--- src/hdl/mtsp_pkg.sv ---
// package for the min timestamp slot pool: sizes, payload structs, status codes
// and the slot memory port structs; no dependencies
`default_nettype none

package mtsp_pkg;

  localparam int POOL_DEPTH = 16;
  localparam int IDX_W      = (POOL_DEPTH > 1) ? $clog2(POOL_DEPTH) : 1;
  localparam int CNT_W      = $clog2(POOL_DEPTH + 1);
  localparam int ACT_W      = 5;
  localparam int LIVE_W     = 5;
  localparam int STAMP_W    = 64;
  localparam int HANDLE_W   = 32;

  typedef logic [IDX_W-1:0]    idx_t;
  typedef logic [CNT_W-1:0]    count_t;
  typedef logic [ACT_W-1:0]    act_t;
  typedef logic [LIVE_W-1:0]   live_t;
  typedef logic [STAMP_W-1:0]  stamp_t;
  typedef logic [HANDLE_W-1:0] pld_handle_t;

  localparam act_t ACTIVE_RESET   = 5'd10;
  localparam act_t DEFAULT_ACTIVE = 5'd10;

  localparam logic REQ_PUT = 1'b0;
  localparam logic REQ_GET = 1'b1;

  typedef enum logic [1:0] {
    ST_STORED   = 2'd0,
    ST_FULL     = 2'd1,
    ST_RETURNED = 2'd2,
    ST_EMPTY    = 2'd3
  } status_t;

  typedef struct packed {
    logic        req_type;
    stamp_t      time_stamp;
    pld_handle_t payload_handle;
  } in_item_t;

  typedef struct packed {
    status_t     status;
    stamp_t      out_stamp;
    pld_handle_t out_handle;
    live_t       live_entries;
  } out_item_t;

  typedef struct packed {
    stamp_t      stamp;
    pld_handle_t handle;
  } slot_t;

  typedef struct packed {
    logic  en;
    idx_t  addr;
    slot_t data;
  } ram_wr_t;

  typedef struct packed {
    logic en;
    idx_t addr;
  } ram_rd_t;

  // live count as reported: masked to the field width
  function automatic live_t live_of(input count_t c);
    return LIVE_W'(c);
  endfunction

endpackage

`default_nettype wire

--- src/hdl/mtsp_slot_ram.sv ---
// slot memory: timestamp and handle per slot, one write and one registered read
// per cycle; depends on mtsp_pkg
`default_nettype none

module mtsp_slot_ram (
  input  wire                clk,
  input  mtsp_pkg::ram_wr_t  wr,
  input  mtsp_pkg::ram_rd_t  rd,
  output mtsp_pkg::slot_t    rd_data
);
  import mtsp_pkg::*;

  slot_t mem [POOL_DEPTH];
  slot_t rd_data_r;

  always_ff @(posedge clk) begin
    if (wr.en) begin
      mem[wr.addr] <= wr.data;
    end
    if (rd.en) begin
      rd_data_r <= mem[rd.addr];
    end
  end

  assign rd_data = rd_data_r;

endmodule

`default_nettype wire

--- src/hdl/mtsp_seq.sv ---
// request sequencer: slot scan, valid bits, live count and the shared 64-bit
// timestamp compare; depends on mtsp_pkg, drives the slot memory ports
`default_nettype none

module mtsp_seq (
  input  wire                  clk,
  input  wire                  rst_n,
  input  wire                  in_valid,
  output logic                 in_ready,
  input  mtsp_pkg::in_item_t   in_item,
  input  mtsp_pkg::idx_t       last_idx,
  output logic                 res_valid,
  input  wire                  res_ready,
  output mtsp_pkg::out_item_t  res_item,
  output mtsp_pkg::ram_wr_t    ram_wr,
  output mtsp_pkg::ram_rd_t    ram_rd,
  input  mtsp_pkg::slot_t      rd_data
);
  import mtsp_pkg::*;

  typedef enum logic [2:0] {
    S_IDLE,
    S_PUT,
    S_GET,
    S_DRAIN,
    S_FIN,
    S_DONE
  } state_t;

  state_t                  state_r, state_nxt;
  idx_t                    idx_r, idx_nxt;
  logic [POOL_DEPTH-1:0]   valid_r, valid_nxt;
  count_t                  count_r, count_nxt;
  in_item_t                req_r, req_nxt;
  logic                    rd_pend_r, rd_pend_nxt;
  logic                    rd_hit_r, rd_hit_nxt;
  idx_t                    rd_idx_r, rd_idx_nxt;
  logic                    found_r, found_nxt;
  idx_t                    best_idx_r, best_idx_nxt;
  slot_t                   best_r, best_nxt;
  out_item_t               res_r, res_nxt;
  logic                    cmp_take;

  // shared compare; ties go to the later (higher) slot
  assign cmp_take = rd_pend_r && rd_hit_r && (!found_r || (rd_data.stamp <= best_r.stamp));

  always_comb begin
    state_nxt    = state_r;
    idx_nxt      = idx_r;
    valid_nxt    = valid_r;
    count_nxt    = count_r;
    req_nxt      = req_r;
    rd_pend_nxt  = rd_pend_r;
    rd_hit_nxt   = rd_hit_r;
    rd_idx_nxt   = rd_idx_r;
    found_nxt    = found_r;
    best_idx_nxt = best_idx_r;
    best_nxt     = best_r;
    res_nxt      = res_r;
    ram_wr       = '0;
    ram_rd       = '0;

    if (cmp_take) begin
      found_nxt    = 1'b1;
      best_idx_nxt = rd_idx_r;
      best_nxt     = rd_data;
    end

    case (state_r)
      S_IDLE: begin
        if (in_valid) begin
          req_nxt     = in_item;
          idx_nxt     = '0;
          found_nxt   = 1'b0;
          rd_pend_nxt = 1'b0;
          state_nxt   = (in_item.req_type == REQ_PUT) ? S_PUT : S_GET;
        end
      end
      S_PUT: begin
        if (!valid_r[idx_r]) begin
          ram_wr.en          = 1'b1;
          ram_wr.addr        = idx_r;
          ram_wr.data.stamp  = req_r.time_stamp;
          ram_wr.data.handle = req_r.payload_handle;
          valid_nxt[idx_r]   = 1'b1;
          count_nxt          = CNT_W'(count_r + 1'b1);
          res_nxt.status       = ST_STORED;
          res_nxt.out_stamp    = '0;
          res_nxt.out_handle   = '0;
          res_nxt.live_entries = live_of(CNT_W'(count_r + 1'b1));
          state_nxt            = S_DONE;
        end else if (idx_r == last_idx) begin
          res_nxt.status       = ST_FULL;
          res_nxt.out_stamp    = '0;
          res_nxt.out_handle   = '0;
          res_nxt.live_entries = live_of(count_r);
          state_nxt            = S_DONE;
        end else begin
          idx_nxt = IDX_W'(idx_r + 1'b1);
        end
      end
      S_GET: begin
        // read slot idx_r now, compare it next cycle
        ram_rd.en   = 1'b1;
        ram_rd.addr = idx_r;
        rd_pend_nxt = 1'b1;
        rd_hit_nxt  = valid_r[idx_r];
        rd_idx_nxt  = idx_r;
        if (idx_r == last_idx) begin
          state_nxt = S_DRAIN;
        end else begin
          idx_nxt = IDX_W'(idx_r + 1'b1);
        end
      end
      S_DRAIN: begin
        rd_pend_nxt = 1'b0;
        state_nxt   = S_FIN;
      end
      S_FIN: begin
        if (found_r) begin
          valid_nxt[best_idx_r] = 1'b0;
          if (count_r != '0) begin
            count_nxt = CNT_W'(count_r - 1'b1);
          end
          res_nxt.status     = ST_RETURNED;
          res_nxt.out_stamp  = best_r.stamp;
          res_nxt.out_handle = best_r.handle;
          res_nxt.live_entries =
            live_of((count_r != '0) ? CNT_W'(count_r - 1'b1) : count_r);
        end else begin
          res_nxt.status       = ST_EMPTY;
          res_nxt.out_stamp    = '0;
          res_nxt.out_handle   = '0;
          res_nxt.live_entries = live_of(count_r);
        end
        state_nxt = S_DONE;
      end
      S_DONE: begin
        if (res_ready) begin
          state_nxt = S_IDLE;
        end
      end
      default: begin
        state_nxt = S_IDLE;
      end
    endcase
  end

  always_ff @(posedge clk) begin
    idx_r      <= idx_nxt;
    req_r      <= req_nxt;
    rd_hit_r   <= rd_hit_nxt;
    rd_idx_r   <= rd_idx_nxt;
    best_idx_r <= best_idx_nxt;
    best_r     <= best_nxt;
    res_r      <= res_nxt;
    if (!rst_n) begin
      state_r   <= S_IDLE;
      valid_r   <= '0;
      count_r   <= '0;
      rd_pend_r <= 1'b0;
      found_r   <= 1'b0;
    end else begin
      state_r   <= state_nxt;
      valid_r   <= valid_nxt;
      count_r   <= count_nxt;
      rd_pend_r <= rd_pend_nxt;
      found_r   <= found_nxt;
    end
  end

  assign in_ready  = (state_r == S_IDLE);
  assign res_valid = (state_r == S_DONE);
  assign res_item  = res_r;

endmodule

`default_nettype wire

--- src/hdl/min_timestamp_slot_pool_top.sv ---
// top level of the min timestamp slot pool: configuration register, output
// register, slot memory and sequencer; depends on mtsp_pkg, mtsp_slot_ram, mtsp_seq
`default_nettype none

// Pool of timestamped slots. A put stores its timestamp and handle in the lowest
// free slot among the active ones (status full when none is free); a get
// removes the valid active entry with the smallest timestamp, the highest slot on
// ties, or reports empty. Every request gives one result with the live count.
// One request is worked at a time by a slot-by-slot scan over the active slots,
// whose count is 10 when the register holds 0 and is capped at the pool depth;
// a get does one slot memory read and one 64-bit compare per slot. The next
// request is taken as soon as the result moves into the output register, even
// while that result is still stalled. cfg_wdata sets the active slot count.
module min_timestamp_slot_pool_top (
  input  wire                  clk,
  input  wire                  rst_n,
  input  wire                  in_valid,
  output logic                 in_stall,
  input  mtsp_pkg::in_item_t   in_item,
  output logic                 out_valid,
  input  wire                  out_stall,
  output mtsp_pkg::out_item_t  out_item,
  input  wire                  cfg_we,
  input  mtsp_pkg::act_t       cfg_wdata
);
  import mtsp_pkg::*;

  act_t       active_r;
  act_t       act_eff;
  act_t       used;
  idx_t       last_idx;
  logic       out_valid_r;
  out_item_t  out_item_r;
  logic       seq_in_ready;
  logic       seq_res_valid;
  logic       seq_res_ready;
  out_item_t  seq_res_item;
  ram_wr_t    ram_wr;
  ram_rd_t    ram_rd;
  slot_t      rd_data;

  always_ff @(posedge clk) begin
    if (!rst_n) begin
      active_r <= ACTIVE_RESET;
    end else if (cfg_we) begin
      active_r <= cfg_wdata;
    end
  end

  // zero selects the default slot count, anything past the depth saturates
  always_comb begin
    act_eff  = (active_r == '0) ? DEFAULT_ACTIVE : active_r;
    used     = (int'(act_eff) > POOL_DEPTH) ? ACT_W'(POOL_DEPTH) : act_eff;
    last_idx = IDX_W'(used - 1'b1);
  end

  assign seq_res_ready = !out_valid_r || !out_stall;

  always_ff @(posedge clk) begin
    if (seq_res_valid && seq_res_ready) begin
      out_item_r <= seq_res_item;
    end
    if (!rst_n) begin
      out_valid_r <= 1'b0;
    end else if (seq_res_ready) begin
      out_valid_r <= seq_res_valid;
    end
  end

  mtsp_slot_ram u_ram (
    .clk     (clk),
    .wr      (ram_wr),
    .rd      (ram_rd),
    .rd_data (rd_data)
  );

  mtsp_seq u_seq (
    .clk       (clk),
    .rst_n     (rst_n),
    .in_valid  (in_valid),
    .in_ready  (seq_in_ready),
    .in_item   (in_item),
    .last_idx  (last_idx),
    .res_valid (seq_res_valid),
    .res_ready (seq_res_ready),
    .res_item  (seq_res_item),
    .ram_wr    (ram_wr),
    .ram_rd    (ram_rd),
    .rd_data   (rd_data)
  );

  assign in_stall  = !seq_in_ready;
  assign out_valid = out_valid_r;
  assign out_item  = out_item_r;

`ifndef NO_ASSERTIONS
  a_busy_after_accept: assert property (@(posedge clk) disable iff (!rst_n)
    (in_valid && !in_stall) |=> in_stall)
    else $error("pool took a request without going busy");

  a_result_loaded: assert property (@(posedge clk) disable iff (!rst_n)
    (seq_res_valid && seq_res_ready) |=> out_valid_r)
    else $error("finished result not moved to the output register");

  a_put_fields_zero: assert property (@(posedge clk) disable iff (!rst_n)
    (out_valid_r && (out_item_r.status == ST_STORED || out_item_r.status == ST_FULL ||
                     out_item_r.status == ST_EMPTY))
    |-> (out_item_r.out_stamp == '0 && out_item_r.out_handle == '0))
    else $error("stamp or handle nonzero on a result without an entry");

  a_live_bound: assert property (@(posedge clk) disable iff (!rst_n)
    out_valid_r |-> (POOL_DEPTH > 31 || int'(out_item_r.live_entries) <= POOL_DEPTH))
    else $error("live count above pool depth");
`endif

endmodule

`default_nettype wire

--- config.mk ---
export PLATFORM = sky130hd
export DESIGN_NAME = min_timestamp_slot_pool_top
export DESIGN_NICKNAME = d
export VERILOG_FILES = /design/src/hdl/mtsp_pkg.sv /design/src/hdl/mtsp_slot_ram.sv /design/src/hdl/mtsp_seq.sv /design/src/hdl/min_timestamp_slot_pool_top.sv
export SDC_FILE = /design/constraint.sdc
export NUM_CORES = 2
export LEC_CHECK = 0
export BUFFER_PORTS_ARGS = -buffer_cell sky130_fd_sc_hd__buf_2
export CORE_MARGIN = 10
export CORE_UTILIZATION = 55
export DETAILED_ROUTE_END_ITERATION = 8
export PLACE_DENSITY = 0.77
export SETUP_SLACK_MARGIN = 0.05
export SLEW_MARGIN = 15
export SYNTH_ARGS = -nofsm -noshare
export SYNTH_HDL_FRONTEND = slang
export SYNTH_SLANG_ARGS = --single-unit
--- constraint.sdc ---
create_clock -name clk -period 13.1 [get_ports clk]
set_input_delay 1.965 -clock clk [delete_from_list [all_inputs] [get_ports clk]]
set_output_delay 1.965 -clock clk [all_outputs]
set_load 0.02 [all_outputs]
* Yosys cells after proc, flatten, opt, wreduce, memory -nomap -nowiden *
Memory sizes are Yosys's and may differ from the RTL's. A register that Yosys moved wholly into a read port is not among the register bits.
Cells that the tools add are included.

storage, ports and cells
  input port bits = 107
  bits in registers = 443
  memories kept = 1
  output and inout bits = 105
  logic and storage cells = 113
  RAM bits = 1536

operators by class
  add/sub/neg operators = 4
  order comparisons = 6
  bitwise logic cells = 3
  reductions and logical operators = 23
  equal/unequal tests = 13
  muxes and demuxes = 40

memories
  memory     words  width  read ports  clocked after memory_dff  wr ports  RTL line             RTL
  u_ram.mem  16     96     1           1                         1         mtsp_slot_ram.sv:13  slot_t mem [POOL_DEPTH];

operators with widths
  kind                                                               count
  2-to-1 mux 103 bit                                                 2
  one-hot mux 103 bit (2 select lines)                               1
  2-to-1 mux 101 bit                                                 2
  2-to-1 mux 102 bit                                                 1
  less-or-equal comparator 64 bit                                    1
  2-to-1 mux 16 bit                                                  2
  one-hot mux 16 bit (2 select lines)                                1
  2-to-1 mux 5 bit                                                   5
  one-hot mux 3 bit (6 select lines)                                 1
  AND 16 bit                                                         1
  2-to-1 mux 4 bit                                                   4
  NOT 16 bit                                                         1
  bitwise OR 16 bit                                                  1
  2-to-1 mux 3 bit                                                   5
  one-hot mux 4 bit (3 select lines)                                 1
  < comparator 4 x 5 -> 1 bit, second input constant                 2
  one-hot mux 5 bit (2 select lines)                                 1
  2-to-1 mux 1 bit                                                   9
  demux 1 bit (select 4 bit)                                         2
  greater-or-equal comparator 4 x 1 -> 1 bit, second input constant  2
  != test 2 x 1 -> 1 bit, second input constant                      4
  equality test 3 x 2 -> 1 bit, second input constant                2
  equality test 3 bit, second input constant                         2
  AND reduction 2 bit                                                3
  other kinds (22)                                                   33

* Longest topological paths before layout *
  word-level depth = 9
  mapped depth = 13
  mapped depth without buffers = 9

* Cells and area by module *
A second synthesis with hierarchy kept.

second synthesis, totals
  cells, all modules = 3604
  area total of the unflattened synthesis = 77627.0 um2

modules (own cells, without submodules)
  module                       area an instance (um2)  seq. area each (um2)  cells an instance  times used
  mtsp_slot_ram                60315.3                 49007.0               2460               1
  mtsp_seq                     13919.6                 9769.4                1009               1
  min_timestamp_slot_pool_top  3392.0                  3213.1                135                1

* Worst setup path before layout *
OpenSTA, ideal clock, no wires.

  path kind = reg-to-reg
  start point = register u_ram.rd_data[86] (netlist name)
  end point = register u_seq.best_idx_r[0], enable pin
  arrival time = 9182 ps
  cell stages (with the launch flop) = 8
  library setup time = 707 ps
  path buffers = 0
  required time = 12393 ps
  path slack = 3211 ps
  period minus slack after synthesis = 9889 ps
  cell sequence = edfxtp_1 > ha_1 > and4_1 > nor4bb_1 > nand3_1 > o41ai_1 > nor2_1 > a211oi_1

on the way
  word-level cells in the longest chain between the ends = 3

RTL lines
  what                             RTL line         RTL
  less-or-equal comparator 64 bit  mtsp_seq.sv:45   assign cmp_take = rd_pend_r && rd_hit_r && (!found_r || (rd_data.stamp <= best_r.stamp));
  logical OR 1 bit                 mtsp_seq.sv:45
  logical AND 1 bit                mtsp_seq.sv:45
  via u_seq.cmp_take               mtsp_seq.sv:42   logic cmp_take;
  to (signal assigned)             mtsp_seq.sv:154  best_idx_r <= best_idx_nxt;
  to (decl)                        mtsp_seq.sv:39   idx_t best_idx_r, best_idx_nxt;

The timed path passes the listed nets, and every way through them passes these cells.
A chain may end at the register's enable or synchronous reset.

* Worst setup path after layout *
  start point = register u_seq.state_r[1]
  end point = register u_ram.rd_data[93] (netlist name)

on the way
  word-level cells in the longest chain between the ends = 2

RTL lines
  what                          RTL line         RTL
  from (decl)                   mtsp_seq.sv:30   state_t state_r, state_nxt;
  from (signal assigned)        mtsp_seq.sv:164  state_r <= state_nxt;
  equality test 3 x 2 -> 1 bit  mtsp_seq.sv:69   case (state_r)
  2-to-1 mux 5 bit              mtsp_seq.sv:69

No other way between the ends.

==> summary.txt <==
FF-to-FF End: u_ram.rd_data[93]
Total number of vias: 45700
Status: finished, final reports clean
Critical path arrival: 6.33 ns
Hold Startpoint: u_ram.rd_data[30]
WL met2: 93.4 mm
Vias per cell: 6.49
First-pass GRT wire length: 293 mm
Buffers on Ports: 211
Worst hold endpoint: u_seq.best_r[30]
Max Fanout on Critical Path: 95
CTS resizes: 0
TritonCTS Buffers: 198
Largest net degree at the start of global routing: 205
Worst r2r path cells: 8
# clock sinks: 2075
Final Cycle Share: 44.8%
Post-synthesis register bit count: 2075
DRC viols: 0
Core area: 146000 um2
R2R Path Start: u_seq.state_r[1]
WHS Path Cells: 0
Post-synthesis cell count: 4794
Die Y: 404 um
Cell total after placement: 6674
Finished Layout Cells: 7043
Die area: 163000 um2
Dpl ws: 7.51 ns
Post-synth top flop: edfxtp_1
Power per cell area: 166 nW/um2
Synth area leader: edfxtp_1
Setup Crit Path Kind: register to register
Max VDD drop: 0.000135 V
Max frequency: 171 MHz
First DRT Iteration DRCs: 5685
Die width: 404 um
WL/cell: 28.5 um
WL final: 200 mm
Leak: 29.6 nW
Grt total ovfl: 0
Register-to-register setup slack: 7.24 ns
Max Slew Vio Count: 0
Register area share after synthesis: 76.6%
Clk buf depth: 3
Post-synth ARST share: 0%
CTS tree: built
Synth unique cells: 61
Rel. slew slack: 0.611%
Antenna viol nets, final: 0
Critical Path RT: 13.57 ns
Num rows: 140
Layout Area Growth over Synthesis: 11.4%
DPL Wire Length: 99.9 mm
Synth warn: 0
Fin crit period: 5.86 ns
Final WS setup: 7.24 ns
Cell area after synthesis: 80900 um2
Vias in the first global route: 45100
Finish-stage setup viols: 0
DR WL met3: 22.1 mm
CP endpoint kind: register
Hold Buf Count CTS: 0
# diodes: 0
Largest cells by area after synthesis: edfxtp_1 76%, mux2_2 5.3%, a21oi_1 3.3%
RSZ-0062 raised after global routing: no
Sum of negative setup slack: 0 ns
Area fraction of the dominant cell type after synthesis: 75.8%
Launch point of the worst path: u_seq.state_r[1]
Clock Skew: 0.0450 ns
Top layer in use: met5
1st-pass router iterations: 5
Root buf cell: clkbuf_16
Post-CTS Setup Inserts: 0
Number of synthesized flops with an enable pin: 2043
Net count after synthesis: 4972
Slew at the pin closest to its max-slew limit: 1.49 ns
Routability cong.: 0.782
Initial antenna violation count: 8
Fin nets: 5135
Worst skew pair latency: 0.84 ns
GRT Total Usage: 23.9%
Initial Util: 55.4%
IO Pins: 212
Post-synthesis area per instance: 16.9 um2
Max-cap check violation count: 0
Wl on met1: 79.2 mm
CTS H-tree lvls: 4
Startpoint class of the critical path: register
Ratio of cells with drive above 1 in the final layout: 19.5%
Clock transition at path regs: 0.06 ns
Final hold vios: 0
Hold WC Path Type: register to register
## critical path, cell delays in order (launching register included)
cell and delay (ns):
dfxtp_1 0.65, nand2_4 0.49, inv_8 0.54, and2_4 0.78, buf_4 0.84, buf_12 0.63, mux2_2 0.28, a221oi_1 0.06
o31ai_1 1.04
## metrics by stage
| step | util (%) | hold slack, ns | cell area [um2] | total power (W) |
|---|---|---|---|---|
| after floorplan | - | 0.400 | 80900 | 0.00909 |
| after global placement | 57.5 | 0.401 | 84000 | 0.00958 |
| after detailed placement | 57.5 | 0.405 | 84000 | 0.00963 |
| after CTS | 61.8 | 0.405 | 90100 | 0.0150 |
| after global routing | 61.8 | 0.415 | 90100 | 0.0154 |
| final | 61.8 | 0.398 | 90100 | 0.0150 |
## layer usage
layer  track usage, %  vias to the layer above
met4             8.08                        8
met2             37.0                     2774
li1                 -                    19400
met5                0                        -
met3             5.35                      397
met1             33.5                    23100
## report_power, final
part	leakage, nW	internal [W]	switching (W)	total (W)
clock network	3.02	0.00299	0.00243	0.00542
registers	19.0	0.00773	0.000106	0.00784
logic	7.62	0.000501	0.00119	0.00169
## synth_stat cells, types with 5 or more instances
| cell | instances |
|---|---|
| o22ai_1 | 98 |
| mux2i_1 | 199 |
| o21ai_0 | 126 |
| xnor2_1 | 9 |
| ha_1 | 71 |
| nand3_1 | 12 |
| nor2_1 | 111 |
| nand2_1 | 45 |
| nor3_1 | 14 |
| a21o_1 | 6 |
| nand4_1 | 10 |
| o211ai_1 | 96 |
| clkbuf_1 | 268 |
| mux2_2 | 384 |
| dfxtp_1 | 32 |
| o31ai_1 | 99 |
| or3_1 | 6 |
| clkbuf_2 | 7 |
| buf_4 | 9 |
| and3_1 | 131 |
| inv_1 | 77 |
| and2_1 | 99 |
| nor2b_1 | 7 |
| a221oi_1 | 195 |
| mux4_2 | 5 |
| and4_1 | 6 |
| nand2b_1 | 6 |
| buf_1 | 18 |
| edfxtp_1 | 2043 |
| a21oi_1 | 535 |
| buf_2 | 24 |
## cell families after synthesis
family | synth area share [%]
adder cells (fa/ha/maj) | 1.10
multiplexers | 7.96
XOR/XNOR | 0.108
flip-flops | 76.6
AND/OR/NAND/NOR | 3.12
AO/OA/AOI/OAI | 9.09
buffers and inverters | 1.99
## layout by cell type (no fill, tap or decap), drive strengths merged, types with 96 or more instances in the layout
| cell | instances |
|---|---|
| buf | 291 |
| and2 | 100 |
| a21oi | 535 |
| and3 | 131 |
| nor2 | 113 |
| clkbuf | 251 |
| o211ai | 96 |
| edfxtp | 2043 |
| mux2i | 199 |
| mux2 | 385 |
| o21ai | 126 |
| a221oi | 195 |
| o22ai | 98 |
| clkinv | 97 |
| o31ai | 99 |
## worst max path at each step
stage / endpoint / slack [ns]
floorplan: u_seq.best_idx_r[0] / 3.21
global route: u_ram.rd_data[93] / 7.06
finish: u_ram.rd_data[93] / 7.24
detailed placement: u_ram.rd_data[94] / 7.51
CTS: u_ram.rd_data[94] / 7.48
global placement: u_ram.rd_data[94] / 7.55
## registers in the layout, indices dropped and copies added (netlist names)
signal,cells
u_ram.mem,1536
u_seq.rd_pend_r,1
active_r,5
u_seq.best_idx_r,4
u_seq.valid_r,16
out_valid,1
u_seq.rd_hit_r,1
u_seq.best_r,96
u_seq.state_r,3
u_seq.count_r,5
u_seq.rd_idx_r,4
u_seq.res_item,103
u_seq.idx_r,4
u_seq.found_r,1
out_item,103
u_ram.rd_data,96
u_seq.req_r,96
## area by class of cell
type                       instances  area, um2
clock buffer                     251       5260
clock inverter                   118        903
fill                           10100      55800
inverter                          78        305
multi-input combinational       2313      17500
sequential                      2075      62000
tap                             1917       2400
timing repair buffer             291       1770
No activity file was read; power rests on OpenSTA's default activity.
